===== src/rfp_pkg.sv =====
// rfp_pkg: types and constants shared by the response frame parser
// item structs, frame position enum, status codes, header byte values
// no dependencies
`default_nettype none

package rfp_pkg;

  localparam int unsigned ByteW    = 8;
  localparam int unsigned CfgIdxW  = 8;

  // configuration register indexes
  localparam logic [CfgIdxW-1:0] CFG_EXPECTED_COMMAND = 8'd0;
  localparam logic [CfgIdxW-1:0] CFG_MAX_DATA         = 8'd1;

  // frame byte values
  localparam logic [ByteW-1:0] PREAMBLE_BYTE  = 8'h00;
  localparam logic [ByteW-1:0] START_BYTE     = 8'hFF;
  localparam logic [ByteW-1:0] ERR_LEN_BYTE   = 8'h01;
  localparam logic [ByteW-1:0] ERR_LCS_BYTE   = 8'hFF;
  localparam logic [ByteW-1:0] ERR_TFI_BYTE   = 8'h7F;
  localparam logic [ByteW-1:0] HOST_TFI_BYTE  = 8'hD5;

  typedef enum logic [2:0] {
    ST_OK           = 3'd0,
    ST_BAD_HEADER   = 3'd1,
    ST_ID_MISMATCH  = 3'd2,
    ST_ERROR_FRAME  = 3'd3,
    ST_CMD_MISMATCH = 3'd4
  } status_t;

  // position inside the frame; idle also covers a finished frame
  typedef enum logic [3:0] {
    POS_IDLE  = 4'd0,
    POS_PRE0  = 4'd1,
    POS_PRE1  = 4'd2,
    POS_START = 4'd3,
    POS_LEN   = 4'd4,
    POS_LCS   = 4'd5,
    POS_TFI   = 4'd6,
    POS_CMD   = 4'd7,
    POS_DATA  = 4'd8
  } pos_t;

  typedef struct packed {
    logic [ByteW-1:0] rx_byte;
    logic             read_start;
  } in_item_t;

  typedef struct packed {
    logic [ByteW-1:0] data_byte;
    logic             is_data;
    status_t          status;
    logic [ByteW-1:0] data_count;
    logic             frame_last;
  } out_item_t;

  typedef struct packed {
    logic [ByteW-1:0] expected_command;
    logic [ByteW-1:0] max_data;
  } cfg_regs_t;

endpackage

`default_nettype wire


===== src/rfp_cfg_regs.sv =====
// rfp_cfg_regs: configuration register file of the response frame parser
// depends on rfp_pkg
`default_nettype none

module rfp_cfg_regs (
  input  wire logic                       clk,
  input  wire logic                       rst_n,
  input  wire logic                       cfg_wr,
  input  wire logic [rfp_pkg::CfgIdxW-1:0] cfg_index,
  input  wire logic [rfp_pkg::ByteW-1:0]  cfg_data,
  output rfp_pkg::cfg_regs_t              cfg
);
  import rfp_pkg::*;

  cfg_regs_t cfg_r, cfg_nxt;

  // decode write index, other indexes are dropped
  always_comb begin
    cfg_nxt = cfg_r;
    if (cfg_wr) begin
      case (cfg_index)
        CFG_EXPECTED_COMMAND: cfg_nxt.expected_command = cfg_data;
        CFG_MAX_DATA:         cfg_nxt.max_data         = cfg_data;
        default:              cfg_nxt = cfg_r;
      endcase
    end
  end

  always_ff @(posedge clk) begin
    if (!rst_n) begin
      cfg_r.expected_command <= '0;
      cfg_r.max_data         <= '1;
    end else begin
      cfg_r <= cfg_nxt;
    end
  end

  assign cfg = cfg_r;

endmodule

`default_nettype wire


===== src/rfp_deframe.sv =====
// rfp_deframe: frame position state machine and per-byte result decode
// depends on rfp_pkg
`default_nettype none

module rfp_deframe #(
  parameter int unsigned MAX_DATA = 255
) (
  input  wire logic                clk,
  input  wire logic                rst_n,
  input  wire logic                step,
  input  rfp_pkg::in_item_t        item,
  input  rfp_pkg::cfg_regs_t       cfg,
  output logic                     res_valid,
  output rfp_pkg::out_item_t       res
);
  import rfp_pkg::*;

  localparam logic [ByteW-1:0] MaxDataC = ByteW'(MAX_DATA);

  pos_t             pos_r, pos_nxt;
  logic [ByteW-1:0] len_r, len_nxt;
  logic [ByteW-1:0] lcs_r, lcs_nxt;
  logic [ByteW-1:0] remain_r, remain_nxt;
  logic [ByteW-1:0] deliv_r, deliv_nxt;

  logic [ByteW-1:0] want_cmd;
  logic [ByteW-1:0] limit;
  logic [ByteW-1:0] len_count;
  logic [ByteW-1:0] pay_count;

  // payload count fixed at the command byte
  assign want_cmd  = cfg.expected_command + 8'd1;
  assign limit     = (cfg.max_data > MaxDataC) ? MaxDataC : cfg.max_data;
  assign len_count = (len_r >= 8'd2) ? (len_r - 8'd2) : '0;
  assign pay_count = (len_count > limit) ? limit : len_count;

  always_ff @(posedge clk) begin
    if (!rst_n) begin
      pos_r    <= POS_IDLE;
      len_r    <= '0;
      lcs_r    <= '0;
      remain_r <= '0;
      deliv_r  <= '0;
    end else begin
      pos_r    <= pos_nxt;
      len_r    <= len_nxt;
      lcs_r    <= lcs_nxt;
      remain_r <= remain_nxt;
      deliv_r  <= deliv_nxt;
    end
  end

  // next position and result for one item
  always_comb begin
    pos_nxt    = pos_r;
    len_nxt    = len_r;
    lcs_nxt    = lcs_r;
    remain_nxt = remain_r;
    deliv_nxt  = deliv_r;
    res_valid  = 1'b0;
    res        = '{data_byte: '0, is_data: 1'b0, status: ST_OK,
                   data_count: '0, frame_last: 1'b1};
    if (step) begin
      if (item.read_start) begin
        // ready byte of a new read, any unfinished frame is dropped
        pos_nxt    = POS_PRE0;
        len_nxt    = '0;
        lcs_nxt    = '0;
        remain_nxt = '0;
        deliv_nxt  = '0;
      end else begin
        case (pos_r)
          POS_PRE0, POS_PRE1: begin
            if (item.rx_byte != PREAMBLE_BYTE) begin
              res_valid  = 1'b1;
              res.status = ST_BAD_HEADER;
              pos_nxt    = POS_IDLE;
            end else begin
              pos_nxt = (pos_r == POS_PRE0) ? POS_PRE1 : POS_START;
            end
          end
          POS_START: begin
            if (item.rx_byte != START_BYTE) begin
              res_valid  = 1'b1;
              res.status = ST_BAD_HEADER;
              pos_nxt    = POS_IDLE;
            end else begin
              pos_nxt = POS_LEN;
            end
          end
          POS_LEN: begin
            len_nxt = item.rx_byte;
            pos_nxt = POS_LCS;
          end
          POS_LCS: begin
            lcs_nxt = item.rx_byte;
            pos_nxt = POS_TFI;
          end
          POS_TFI: begin
            if (item.rx_byte != HOST_TFI_BYTE) begin
              res_valid = 1'b1;
              pos_nxt   = POS_IDLE;
              if (len_r == ERR_LEN_BYTE && lcs_r == ERR_LCS_BYTE &&
                  item.rx_byte == ERR_TFI_BYTE) begin
                res.status = ST_ERROR_FRAME;
              end else begin
                res.status = ST_ID_MISMATCH;
              end
            end else begin
              pos_nxt = POS_CMD;
            end
          end
          POS_CMD: begin
            if (item.rx_byte != want_cmd) begin
              res_valid  = 1'b1;
              res.status = ST_CMD_MISMATCH;
              pos_nxt    = POS_IDLE;
            end else if (pay_count == '0) begin
              // empty payload ends the frame with an ok status
              res_valid = 1'b1;
              pos_nxt   = POS_IDLE;
            end else begin
              remain_nxt = pay_count;
              pos_nxt    = POS_DATA;
            end
          end
          POS_DATA: begin
            deliv_nxt      = deliv_r + 8'd1;
            remain_nxt     = remain_r - 8'd1;
            res_valid      = 1'b1;
            res.data_byte  = item.rx_byte;
            res.is_data    = 1'b1;
            res.data_count = deliv_r + 8'd1;
            res.frame_last = (remain_r == 8'd1);
            if (remain_r == 8'd1) begin
              pos_nxt = POS_IDLE;
            end
          end
          default: begin
            pos_nxt = POS_IDLE;
          end
        endcase
      end
    end
  end

endmodule

`default_nettype wire


===== src/response_frame_parser.sv =====
// response_frame_parser: top level, input register, deframer and result register
// depends on rfp_pkg, rfp_cfg_regs, rfp_deframe
//
//   channel | direction | handshake             | payload
//   in_     | input     | in_valid / in_ready   | in_data   (rx_byte, read_start)
//   out_    | output    | out_valid / out_ready | out_data  (data_byte .. frame_last)
//   cfg_    | input     | cfg_valid / cfg_ready | cfg_index, cfg_data
//
// one item per cycle sustained while the output is not stalled; an item's result passes
// through the input register, then the result register
// synchronous active-low reset clears both valid flags, the frame state and
// the registers (expected_command 0, max_data 255); cfg_ready is always high
// a stalled output holds the result register; the input register fills and
// in_ready drops only when both registers are occupied and out_ready is low
`default_nettype none

module response_frame_parser #(
  parameter int unsigned MAX_DATA = 255
) (
  input  wire logic                        clk,
  input  wire logic                        rst_n,
  input  wire logic                        in_valid,
  output logic                             in_ready,
  input  rfp_pkg::in_item_t                in_data,
  output logic                             out_valid,
  input  wire logic                        out_ready,
  output rfp_pkg::out_item_t               out_data,
  input  wire logic                        cfg_valid,
  output logic                             cfg_ready,
  input  wire logic [rfp_pkg::CfgIdxW-1:0] cfg_index,
  input  wire logic [rfp_pkg::ByteW-1:0]   cfg_data
);
  import rfp_pkg::*;

  logic      in_vld_r, in_vld_nxt;
  in_item_t  in_item_r;
  logic      out_vld_r, out_vld_nxt;
  out_item_t out_item_r;
  logic      advance;
  logic      res_valid;
  out_item_t res;
  cfg_regs_t cfg;

  assign cfg_ready = 1'b1;

  rfp_cfg_regs u_cfg (
    .clk       (clk),
    .rst_n     (rst_n),
    .cfg_wr    (cfg_valid && cfg_ready),
    .cfg_index (cfg_index),
    .cfg_data  (cfg_data),
    .cfg       (cfg)
  );

  // stage handshake: input register moves on when the result slot is free
  assign advance  = in_vld_r && (!out_vld_r || out_ready);
  assign in_ready = !in_vld_r || advance;

  rfp_deframe #(
    .MAX_DATA (MAX_DATA)
  ) u_deframe (
    .clk       (clk),
    .rst_n     (rst_n),
    .step      (advance),
    .item      (in_item_r),
    .cfg       (cfg),
    .res_valid (res_valid),
    .res       (res)
  );

  // valid flags of both registers
  always_comb begin
    in_vld_nxt = in_vld_r;
    if (advance) begin
      in_vld_nxt = 1'b0;
    end
    if (in_valid && in_ready) begin
      in_vld_nxt = 1'b1;
    end
    out_vld_nxt = out_vld_r;
    if (out_ready) begin
      out_vld_nxt = 1'b0;
    end
    if (advance && res_valid) begin
      out_vld_nxt = 1'b1;
    end
  end

  always_ff @(posedge clk) begin
    if (!rst_n) begin
      in_vld_r  <= 1'b0;
      out_vld_r <= 1'b0;
    end else begin
      in_vld_r  <= in_vld_nxt;
      out_vld_r <= out_vld_nxt;
    end
  end

  // payload registers
  always_ff @(posedge clk) begin
    if (in_valid && in_ready) begin
      in_item_r <= in_data;
    end
    if (advance && res_valid) begin
      out_item_r <= res;
    end
  end

  assign out_valid = out_vld_r;
  assign out_data  = out_item_r;

endmodule

`default_nettype wire


===== config.mk =====
export PLATFORM = sky130hd
export DESIGN_NAME = response_frame_parser
export DESIGN_NICKNAME = d
export VERILOG_FILES = /design/src/rfp_pkg.sv /design/src/rfp_cfg_regs.sv /design/src/rfp_deframe.sv /design/src/response_frame_parser.sv
export SDC_FILE = /design/constraint.sdc
export NUM_CORES = 1
export LEC_CHECK = 0
export ABC_CLOCK_PERIOD_IN_PS = 4200
export BUFFER_PORTS_ARGS = -buffer_cell sky130_fd_sc_hd__buf_2
export CAP_MARGIN = 30
export CORE_ASPECT_RATIO = 2
export CORE_MARGIN = 5
export CORE_UTILIZATION = 35
export CTS_BUF_LIST = sky130_fd_sc_hd__clkbuf_8
export CTS_CLUSTER_DIAMETER = 150
export DETAILED_ROUTE_END_ITERATION = 8
export GPL_TIMING_DRIVEN = 0
export PLACE_DENSITY = 0.6
export REMOVE_ABC_BUFFERS = 1
export SYNTH_ARGS = -nofsm -noshare
export SYNTH_HDL_FRONTEND = slang
export SYNTH_SLANG_ARGS = --single-unit

===== constraint.sdc =====
create_clock -name clk -period 4.2 [get_ports clk]
set_clock_uncertainty 0.1 [all_clocks]
set_input_delay 0.42 -clock clk [delete_from_list [all_inputs] [get_ports clk]]
set_output_delay 0.42 -clock clk [all_outputs]
set_load 0.005 [all_outputs]

==> impl_results.md, run 1 <==
- Post-synth ARST share: 0
- Die Y: 168 um
- Startpoint types: flop
- Max cap viols: 0
- Routed wire length: 10,800 um
- Initial Utilization: 0.357
- Critical Path RT: 4190 ps
- Filler cell count: 1,227
- Period Utilization, post-route: 0.939
- Outcome: completed
- Pre-CTS WS: 4.00 ps
- CTS Buffer Depth: 2
- H-Tree Depth: 3
- CP max FO: 10
- Cell area power density: 315 nW/um^2
- Total congestion overflow: 0
- FP Rows: 57
- Synth Flop Type: dfxtp_1
- Syn Area/Cell: 9.32 sq um
- #FFs+latches synth: 84
- Area delta synth->final: 15.7%
- Drt first-iter violations: 199
- TritonCTS clock tree: done
- Layout cells sized above 1: 0.175
- Hold-fix buffers, CTS: 0
- Final setup viols: 0
- Initial antenna violation count: 0
- Maximum vdd drop: 0.188 mV
- Core Area: 12,200 sq um
- Die X: 88.9 um
- Final min period: 3940 ps
- Yosys top cell by area: dfxtp_1
- Ys Warns: 0
- Port-buffer cells: 52
- Total track usage: 0.150
- Distinct cells, synth: 54
- Kind of critical path: flop to flop
- Slew headroom: 0.372
- CP arrival: 3930 ps
- Setup TNS: 0 ps
- Num ports: 54
- Clock Sinks: 84
- NumNets Final: 565
- FMAX: 254 MHz
- Clock Latency Late Sink: 370 ps
- Mapped cell area: 4350 sq um
- Area contributors post-synth: dfxtp_1 (25%), edfxtp_1 (21%), mux2i_1 (9.2%)
- Setup ws final: 258 ps
- Synth top area share: 0.248
- Worst Hold Class: input pin to flop
- Root Driver: clkbuf_8
- Initial DRT Pass Iterations: 6
- RSZ-0062 raised after global routing: no
- Post-synth EDFFs: 30
- CTS Buf Count: 9
- Ant. Diodes: 0
- Vias in the first global route: 3,540
- Most numerous cell in the Yosys netlist: nor2_1
- # DRC: 0
- Leak: 2.21 nW
- Slew @ Worst Pin: 935 ps
- Post-synthesis cell count: 467
- Final count of hold timing violations: 0
- Half-perimeter wire length after placement: 8480 um
- Most frequent cells after synthesis: nor2_1 (68), dfxtp_1 (54), mux2i_1 (40)
- Vias per cell: 5.37
- CP Capture Type: flop
- Wire per inst: 16.0 um
- Clock slew seen by the registers of the worst setup and hold paths: 100 ps
- Sequential-to-total area share from yosys stat: 0.455
- Via count: 3,617
- Die area: 14,900 sq um
- GP Congestion: 0.875
- First-pass GRT wire length: 17,200 um
- Antenna Nets Post-Route: 0
- Pin count of the biggest net entering global routing: 26
- Slew Viols, Final: 0
==> metrics by stage <==
step / instance area, sq um / hold WS [ps] / utilization / cells / total power [W]
after global routing: 5040 / 84.2 / 0.413 / 674 / 0.00166
final: 5040 / 116 / 0.413 / 674 / 0.00159
after detailed placement: 4780 / 387 / 0.392 / 652 / 0.00103
after CTS: 4990 / 95.6 / 0.409 / 668 / 0.00161
after floorplan: 4280 / 364 / - / 448 / 0.000976
after global placement: 4720 / 380 / 0.387 / 647 / 0.00103
==> flip-flops by register name (all words and copies together), names as in the netlist <==
register and cells:
out_valid 1, in_vld_r 1, u_deframe.remain_r 8, u_deframe.len_r 8
u_deframe.pos_r 4, in_item_r 9, out_data 21, u_deframe.lcs_r 8
u_deframe.deliv_r 8, u_cfg.cfg 16
==> metal layers <==
metal  vias up  global-route usage  part of all wire
met4         0              0.0875             0.043
met5         -                   0                 0
met1      1724               0.138              0.34
met3        27              0.0221             0.026
li1       1787                   -                 -
met2        79               0.292              0.59
==> worst max-delay path: stages (launching register included) <==
cell and delay [ps]:
dfxtp_1 450, inv_1 100, ha_1 260, nand2_1 90, xor2_1 70, nor2_1 250, ha_1 310, a211oi_1 240
nor2_1 100, o31ai_4 330, buf_4 250, mux2i_4 310, nor2_1 80, o211ai_1 290, buf_4 230, buf_4 200
==> power by group <==
group | internal [W] | switching, W | leakage (nW)
logic | 0.0000603 | 0.0000771 | 1.35
registers | 0.000852 | 0.0000274 | 0.768
clock network | 0.000231 | 0.000339 | 0.0968
total | 0.00114 | 0.000444 | 2.21
==> cells by family after synthesis <==
| family | after synthesis | synth area share |
|---|---|---|
| AND/OR/NAND/NOR | 210 | 0.240 |
| flip-flops | 84 | 0.455 |
| AO/OA/AOI/OAI | 63 | 0.0986 |
| multiplexers | 42 | 0.0997 |
| buffers and inverters | 36 | 0.0319 |
| XOR/XNOR | 18 | 0.0362 |
| adder cells (fa/ha/maj) | 13 | 0.0374 |
| other | 1 | 0.000861 |
==> final timing paths <==
kind,cells after the start,to,slack (ps),startpoint
worst max-delay path,15,out_data[14]$_SDFFCE_PP0P_,260,u_deframe.len_r[1]$_SDFFE_PN0P_
worst min register to register,2,u_deframe.remain_r[4]$_SDFFE_PN0P_,400,u_deframe.remain_r[4]$_SDFFE_PN0P_
worst max register to register,15,out_data[14]$_SDFFCE_PP0P_,260,u_deframe.len_r[1]$_SDFFE_PN0P_
worst min-delay path,1,in_item_r[2]$_DFFE_PP_,120,in_data[2]
==> timing repair <==
item | 4_1_cts | 5_1_grt
setup endpoints to repair | 5 | 10
endpoints found under the hold margin | 0 | 0
cloned | 0 | 0
resized for setup | 1 | 2
buffers inserted | 0 | 6
pin swaps | 0 | 1
==> cell type report <==
class,instances,area [sq um],area share
clock inverters,7,68.8,0.0137
clock buffers,9,124,0.0246
well taps,147,184,0.0365
repair buffers,63,363,0.0720
flip-flops and latches,84,1980,0.394
inverters,17,63.8,0.0127
multi-input cells,347,2250,0.447
==> layout by cell type, fill, tap and decap left out, drive strengths merged, types with 7 or more instances in the layout <==
| cell | instances |
|---|---|
| a21oi | 17 |
| and3 | 12 |
| buf | 63 |
| clkbuf | 9 |
| dfxtp | 54 |
| edfxtp | 30 |
| ha | 13 |
| inv | 21 |
| mux2i | 41 |
| nand2 | 35 |
| nand2b | 7 |
| nand3 | 26 |
| nor2 | 68 |
| nor2b | 15 |
| nor3 | 13 |
| nor4 | 9 |
| o21ai | 11 |
| or3 | 7 |
| xnor2 | 11 |
| xor2 | 7 |
(Power assumes the default switching activity.)
==> run 2, diff against run 1 <==
BUFFER_PORTS_ARGS = -buffer_cell sky130_fd_sc_hd__buf_4   (was -buffer_cell sky130_fd_sc_hd__buf_2)
CORE_ASPECT_RATIO = default   (was 2)
==> run 2 against run 1 <==
Net effect:
- non-clock buffer count fell by 3
- setup slack improved by 170 ps
- final area is 2.8% higher
- global-route usage fell by 0.64 points
- critical path depth decreased by 2
- sequential share of layout area is 1.1 points lower
- critical path type unchanged
==> impl_results.md, run 2 (synthesis results as in run 1) <==
- H-Tree Depth: 3 (unchanged)
- Core Area: 12,100 sq um (-0.69%)
- # DRC: 0 (unchanged)
- Critical path's largest stage delay: 390 ps (-60 ps)
- Leak: 2.23 nW (+0.67%)
- CTS Buffer Depth: 2 (unchanged)
- Kind of critical path: flop to flop
- Die X: 122 um (+37%)
- Worst Hold Class: input pin to flop
- RSZ-0062 raised after global routing: no
- Initial Utilization: 0.359 (+0.00247)
- Met2 usage: 0.251 (-0.0415)
- Outcome: completed
- NumNets Final: 562 (-0.53%)
- Via count: 3,616 (-0.028%)
- Max cap viols: 0 (unchanged)
- Drt first-iter violations: 200 (+0.50%)
- Vias per cell: 5.23 (-2.6%)
- Num ports: 54 (unchanged)
- Half-perimeter wire length after placement: 7730 um (-8.8%)
- Final hold slack: 136 ps (+20.5 ps)
- Critical Path RT: 4160 ps (-30 ps)
- Final count of hold timing violations: 0 (unchanged)
- Commonest non-fill, non-tap cell in the layout: nor2_1
- GP Congestion: 0.817 (-6.6%)
- CP arrival: 3740 ps (-190 ps)
- Slowest-stage cell, CP: dfxtp_1
- Vias in the first global route: 3,642 (+2.9%)
- Total congestion overflow: 0 (unchanged)
- Slew Viols, Final: 0 (unchanged)
- CTS Buf Count: 9 (unchanged)
- Initial DRT Pass Iterations: 4 (-2)
- Busiest layer in global routing: met2
- CP max FO: 11 (+1)
- First-pass GRT wire length: 17,100 um (-0.96%)
- Number of flip-flops under the largest register name: 21 (unchanged)
- TritonCTS clock tree: done
- Final std cell area, no fill: 5180 sq um (+2.8%)
- Layout cells sized above 1: 0.166 (-0.00854)
- FP Rows: 40 (-30%)
- Slew @ Worst Pin: 992 ps (+56.5 ps)
- CP cell instances: nor3_1 > and3_1 > nor2_1 > ha_1 > a211oi_1 > nor2_1 > o31ai_4 > buf_4 > mux2i_4 > nor2_1 > o211ai_1 > buf_4 > buf_4
- Multi-input gate area: 2250 sq um (-0.22%)
- Pin count of the biggest net entering global routing: 25 (-3.8%)
- Placed inst area: 4940 sq um (+3.3%)
- Root Driver: clkbuf_8
- Final min period: 3770 ps (-170 ps)
- Setup TNS: 0 ps (unchanged)
- Clock slew seen by the registers of the worst setup and hold paths: 90 ps (about the same)
- Maximum vdd drop: 0.177 mV (-5.5%)
- Antenna Nets Post-Route: 0 (unchanged)
- Area delta synth->final: 19.0%
- Slew headroom: 0.334 (-0.0379)
- Clock Latency Late Sink: 360 ps (about the same)
- Port-buffer cells: 52 (unchanged)
- Commonest non-fill, non-tap cells in the layout: nor2_1 (68), buf_4 (59), dfxtp_1 (54)
- GR Layer Usage met1: 0.172 (+0.0335)
- Routed wire length: 10,400 um (-3.5%)
- Hold-fix buffers, CTS: 0 (unchanged)
- Initial antenna violation count: 0 (unchanged)
- Total track usage: 0.144 (-0.00643)
- Ant. Diodes: 0 (unchanged)
- Die Y: 122 um (-28%)
- CP Capture Type: flop
- Cell area power density: 315 nW/um^2 (-0.13%)
- Filler cell count: 1,239 (+0.98%)
- Register area: 1980 sq um (unchanged)
- Period Utilization, post-route: 0.898 (-0.0404)
- Clock Sinks: 84 (unchanged)
- Die area: 14,800 sq um (-0.91%)
- Startpoint types: flop
- FMAX: 265 MHz (+4.5%)
- Wire per inst: 15.1 um (-6.1%)
- GR Layer Usage met3: 0.0326 (+0.0105)
- Final setup viols: 0 (unchanged)
## run 2: cell type report
class | instances | area share
Multi-Input combinational cell | 347 | 0.434
Sequential cell | 84 | 0.383
Timing Repair Buffer | 60 | 0.0908
Tap cell | 168 | 0.0406
Clock buffer | 10 | 0.0266
Clock inverter | 6 | 0.0133
Inverter | 17 | 0.0123
## run 2: path summary, 6_finish.rpt
| path | startpoint | to | slack (ps) | cells past startpoint |
|---|---|---|---|---|
| worst max-delay path | u_deframe.len_r[5]$_SDFFE_PN0P_ | out_data[1]$_SDFFCE_PP0P_ | 430 | 13 |
| worst min-delay path | in_data[6] | in_item_r[6]$_DFFE_PP_ | 140 | 1 |
| worst max register to register | u_deframe.len_r[5]$_SDFFE_PN0P_ | out_data[1]$_SDFFCE_PP0P_ | 430 | 13 |
| worst min register to register | u_deframe.remain_r[6]$_SDFFE_PN0P_ | u_deframe.remain_r[6]$_SDFFE_PN0P_ | 400 | 2 |
## run 2: critical path: cells and delay by family (launching register included)
kind	cells	cell delay [ps]
AO/OA/AOI/OAI	3	780
adder cells (fa/ha/maj)	1	310
buffers and inverters	3	590
flip-flops	1	390
multiplexers	1	320
AND/OR/NAND/NOR	5	1000
## run 2: metal layers
metal,share of wire,wire (um)
met5,0,0
met3,0.056,587
met2,0.48,5040
met1,0.44,4570
met4,0.023,237
## run 2: stage by stage
stage | util | std cells | total power [W] | worst slack (ps)
6_report | 0.428 | 692 | 0.00163 | 428
5_1_grt | 0.428 | 692 | 0.00170 | 138
4_1_cts | 0.427 | 692 | 0.00165 | 279
3_5_place_dp | 0.408 | 673 | 0.00104 | -27.5
3_3_place_gp | 0.403 | 668 | 0.00103 | -1630
2_1_floorplan | - | 448 | 0.000976 | -686
## run 2: timing repair
action,CTS,global route
setup endpoints to repair,19,19
hold endpoints to repair,0,0
pin swaps,1,0
resized for setup,0,1
setup buffers,3,0
## run 2: report_power, final
part | internal (W) | leakage, nW | total, W | switching [W]
logic | 0.0000672 | 1.36 | 0.000145 | 0.0000780
registers | 0.000852 | 0.768 | 0.000877 | 0.0000254
clock network | 0.000297 | 0.104 | 0.000607 | 0.000311
==> run 3, diff against run 2 <==
PLACE_DENSITY = default   (was 0.6)
PLACE_DENSITY_LB_ADDON = 0.1   (was default)
==> run 3 against run 2 <==
Net effect:
- clock-buffer cell count shrank 1
- wire length grew 1.1%
- total power grew 1.0%
- critical endpoint is now out_data[16]$_SDFFCE_PP0P_
- setup slack gained 130 ps
- global-route usage grew 0.71 points
- combinational power is essentially flat
- maximum frequency grew 3.5%
- clock power grew 3%
- first-iteration DRC count grew 21%
- die area is the same
==> impl_results.md, run 3 (synthesis results as in run 1) <==
- CP arrival: 3620 ps (-120 ps)
- Initial Utilization: 0.359 (unchanged)
- First-pass GRT wire length: 17,500 um (+2.7%)
- Die Y: 122 um (unchanged)
- FMAX: 274 MHz (+3.5%)
- Wire per inst: 15.2 um (+0.98%)
- Antenna Nets Post-Route: 0 (unchanged)
- Half-perimeter wire length after placement: 7850 um (+1.5%)
- TritonCTS clock tree: done
- Total track usage: 0.151 (+0.00714)
- CP max FO: 9 (-2)
- Initial DRT Pass Iterations: 4 (unchanged)
- Die X: 122 um (unchanged)
- Root Driver: clkbuf_8
- Total congestion overflow: 0 (unchanged)
- R2r startpoint: u_deframe.len_r[5]$_SDFFE_PN0P_
- Via count: 3,476 (-3.9%)
- Post-CTS sizing: 0 (unchanged)
- Port-buffer cells: 52 (unchanged)
- Initial antenna violation count: 0 (unchanged)
- Clock Latency Late Sink: 370 ps (about the same)
- Placed inst area: 4950 sq um (+0.15%)
- Commonest non-fill, non-tap cell in the layout: nor2_1
- Period Utilization, post-route: 0.867 (-0.0307)
- CTS Buf Count: 9 (unchanged)
- Startpoint types: flop
- Layout cells sized above 1: 0.162 (-0.00413)
- Commonest non-fill, non-tap cells in the layout: nor2_1 (68), buf_4 (58), dfxtp_1 (54)
- CTS Buffer Depth: 2 (unchanged)
- Slew @ Worst Pin: 932 ps (-60.2 ps)
- FP Rows: 40 (unchanged)
- Final count of hold timing violations: 0 (unchanged)
- Die area: 14,800 sq um (unchanged)
- Vias per cell: 5.02 (-4.0%)
- Slew headroom: 0.375 (+0.0404)
- Maximum vdd drop: 0.182 mV (+2.8%)
- Cell area power density: 317 nW/um^2 (+0.83%)
- Worst Reg2Reg Path Length in Cells: 12 (-1)
- Worst Setup EP: out_data[16]$_SDFFCE_PP0P_
- Pin count of the biggest net entering global routing: 29 (+16%)
- Clock Sinks: 84 (unchanged)
- # DRC: 0 (unchanged)
- R2R Setup Slk: 560 ps (+130 ps)
- Pre-CTS WS: 187 ps (+215 ps)
- Num ports: 54 (unchanged)
- Routed wire length: 10,600 um (+1.1%)
- GP Congestion: 0.787 (-3.7%)
- Final setup viols: 0 (unchanged)
- Leak: 2.25 nW (+0.74%)
- Placed insts: 673 (unchanged)
- Kind of critical path: flop to flop
- Critical Path RT: 4180 ps (+20 ps)
- Capturing point of the worst reg2reg path: out_data[16]$_SDFFCE_PP0P_
- Critical Path Start: u_deframe.len_r[5]$_SDFFE_PN0P_
- RSZ-0062 raised after global routing: no
- Drt first-iter violations: 241 (+21%)
- CP Capture Type: flop
- Number of flip-flops under the largest register name: 21 (unchanged)
- Ant. Diodes: 0 (unchanged)
- Slew Viols, Final: 0 (unchanged)
- Worst Hold Class: input pin to flop
- Clock slew seen by the registers of the worst setup and hold paths: 80 ps (about the same)
- Final std cell area, no fill: 5190 sq um (+0.17%)
- Outcome: completed
- Post-CTS Setup Inserts: 0 (-3)
- Max cap viols: 0 (unchanged)
- H-Tree Depth: 3 (unchanged)
- Area delta synth->final: 19.2%
- Hold-fix buffers, CTS: 0 (unchanged)
- Core Area: 12,100 sq um (unchanged)
- Setup ws final: 557 ps (+129 ps)
- NumNets Final: 563 (+0.18%)
- Filler cell count: 1,226 (-1.0%)
- Vias in the first global route: 3,376 (-7.3%)
- Final min period: 3640 ps (-129 ps)
- Post-route insts no fill: 693 (+0.14%)
-- run 3: cell type report --
| cell class | count | area (sq um) | share of cell area |
|---|---|---|---|
| multi-input cells | 347 | 2240 | 0.431 |
| flip-flops and latches | 84 | 1980 | 0.382 |
| clock inverters | 7 | 85.1 | 0.0164 |
| clock buffers | 9 | 124 | 0.0239 |
| well taps | 168 | 210 | 0.0405 |
| repair buffers | 61 | 485 | 0.0936 |
| inverters | 17 | 63.8 | 0.0123 |
-- run 3: per-stage QoR --
stage,setup TNS (ps),util,hold WS (ps),power [W]
floorplan,-14920,-,364,0.000976
global placement,-41730,0.403,381,0.00104
detailed placement,0,0.409,388,0.00104
CTS,0,0.426,99.9,0.00166
global route,0,0.428,87.9,0.00172
finish,0,0.428,123,0.00165
-- run 3: critical path, cell delays in order, from the launching register on --
cell	delay (ps)
dfxtp_1	390
nor3_1	310
and3_1	340
nor2_1	110
ha_1	310
a211oi_1	260
nor2_1	100
o31ai_2	440
mux2i_4	390
nor2_1	80
o211ai_1	170
buf_4	160
buf_4	180
-- run 3: worst min-delay path by stage --
stage	from	endpoint	slack, ps	cells past startpoint
after floorplan	u_deframe.lcs_r[0]$_SDFFE_PN0P_	u_deframe.lcs_r[0]$_SDFFE_PN0P_	360	2
after global placement	u_deframe.lcs_r[0]$_SDFFE_PN0P_	u_deframe.lcs_r[0]$_SDFFE_PN0P_	380	2
after detailed placement	u_deframe.lcs_r[2]$_SDFFE_PN0P_	u_deframe.lcs_r[2]$_SDFFE_PN0P_	390	2
after CTS	in_data[2]	in_item_r[2]$_DFFE_PP_	100	1
after global routing	in_data[2]	in_item_r[2]$_DFFE_PP_	90	1
final	in_data[2]	in_item_r[2]$_DFFE_PP_	120	1
-- run 3: power breakdown --
group / internal, W / leakage [nW] / switching (W) / total (W)
clock network: 0.000329 / 0.117 / 0.000295 / 0.000624
logic: 0.0000678 / 1.36 / 0.0000776 / 0.000145
registers: 0.000852 / 0.768 / 0.0000250 / 0.000877
total: 0.00125 / 2.25 / 0.000398 / 0.00165
-- run 3: layer usage --
layer	track usage	vias to the layer above	part of all wire
met2	0.241	71	0.47
met1	0.200	1614	0.47
li1	-	1783	-
met5	0	-	0
met3	0.0462	8	0.056
met4	0.0392	0	0.011
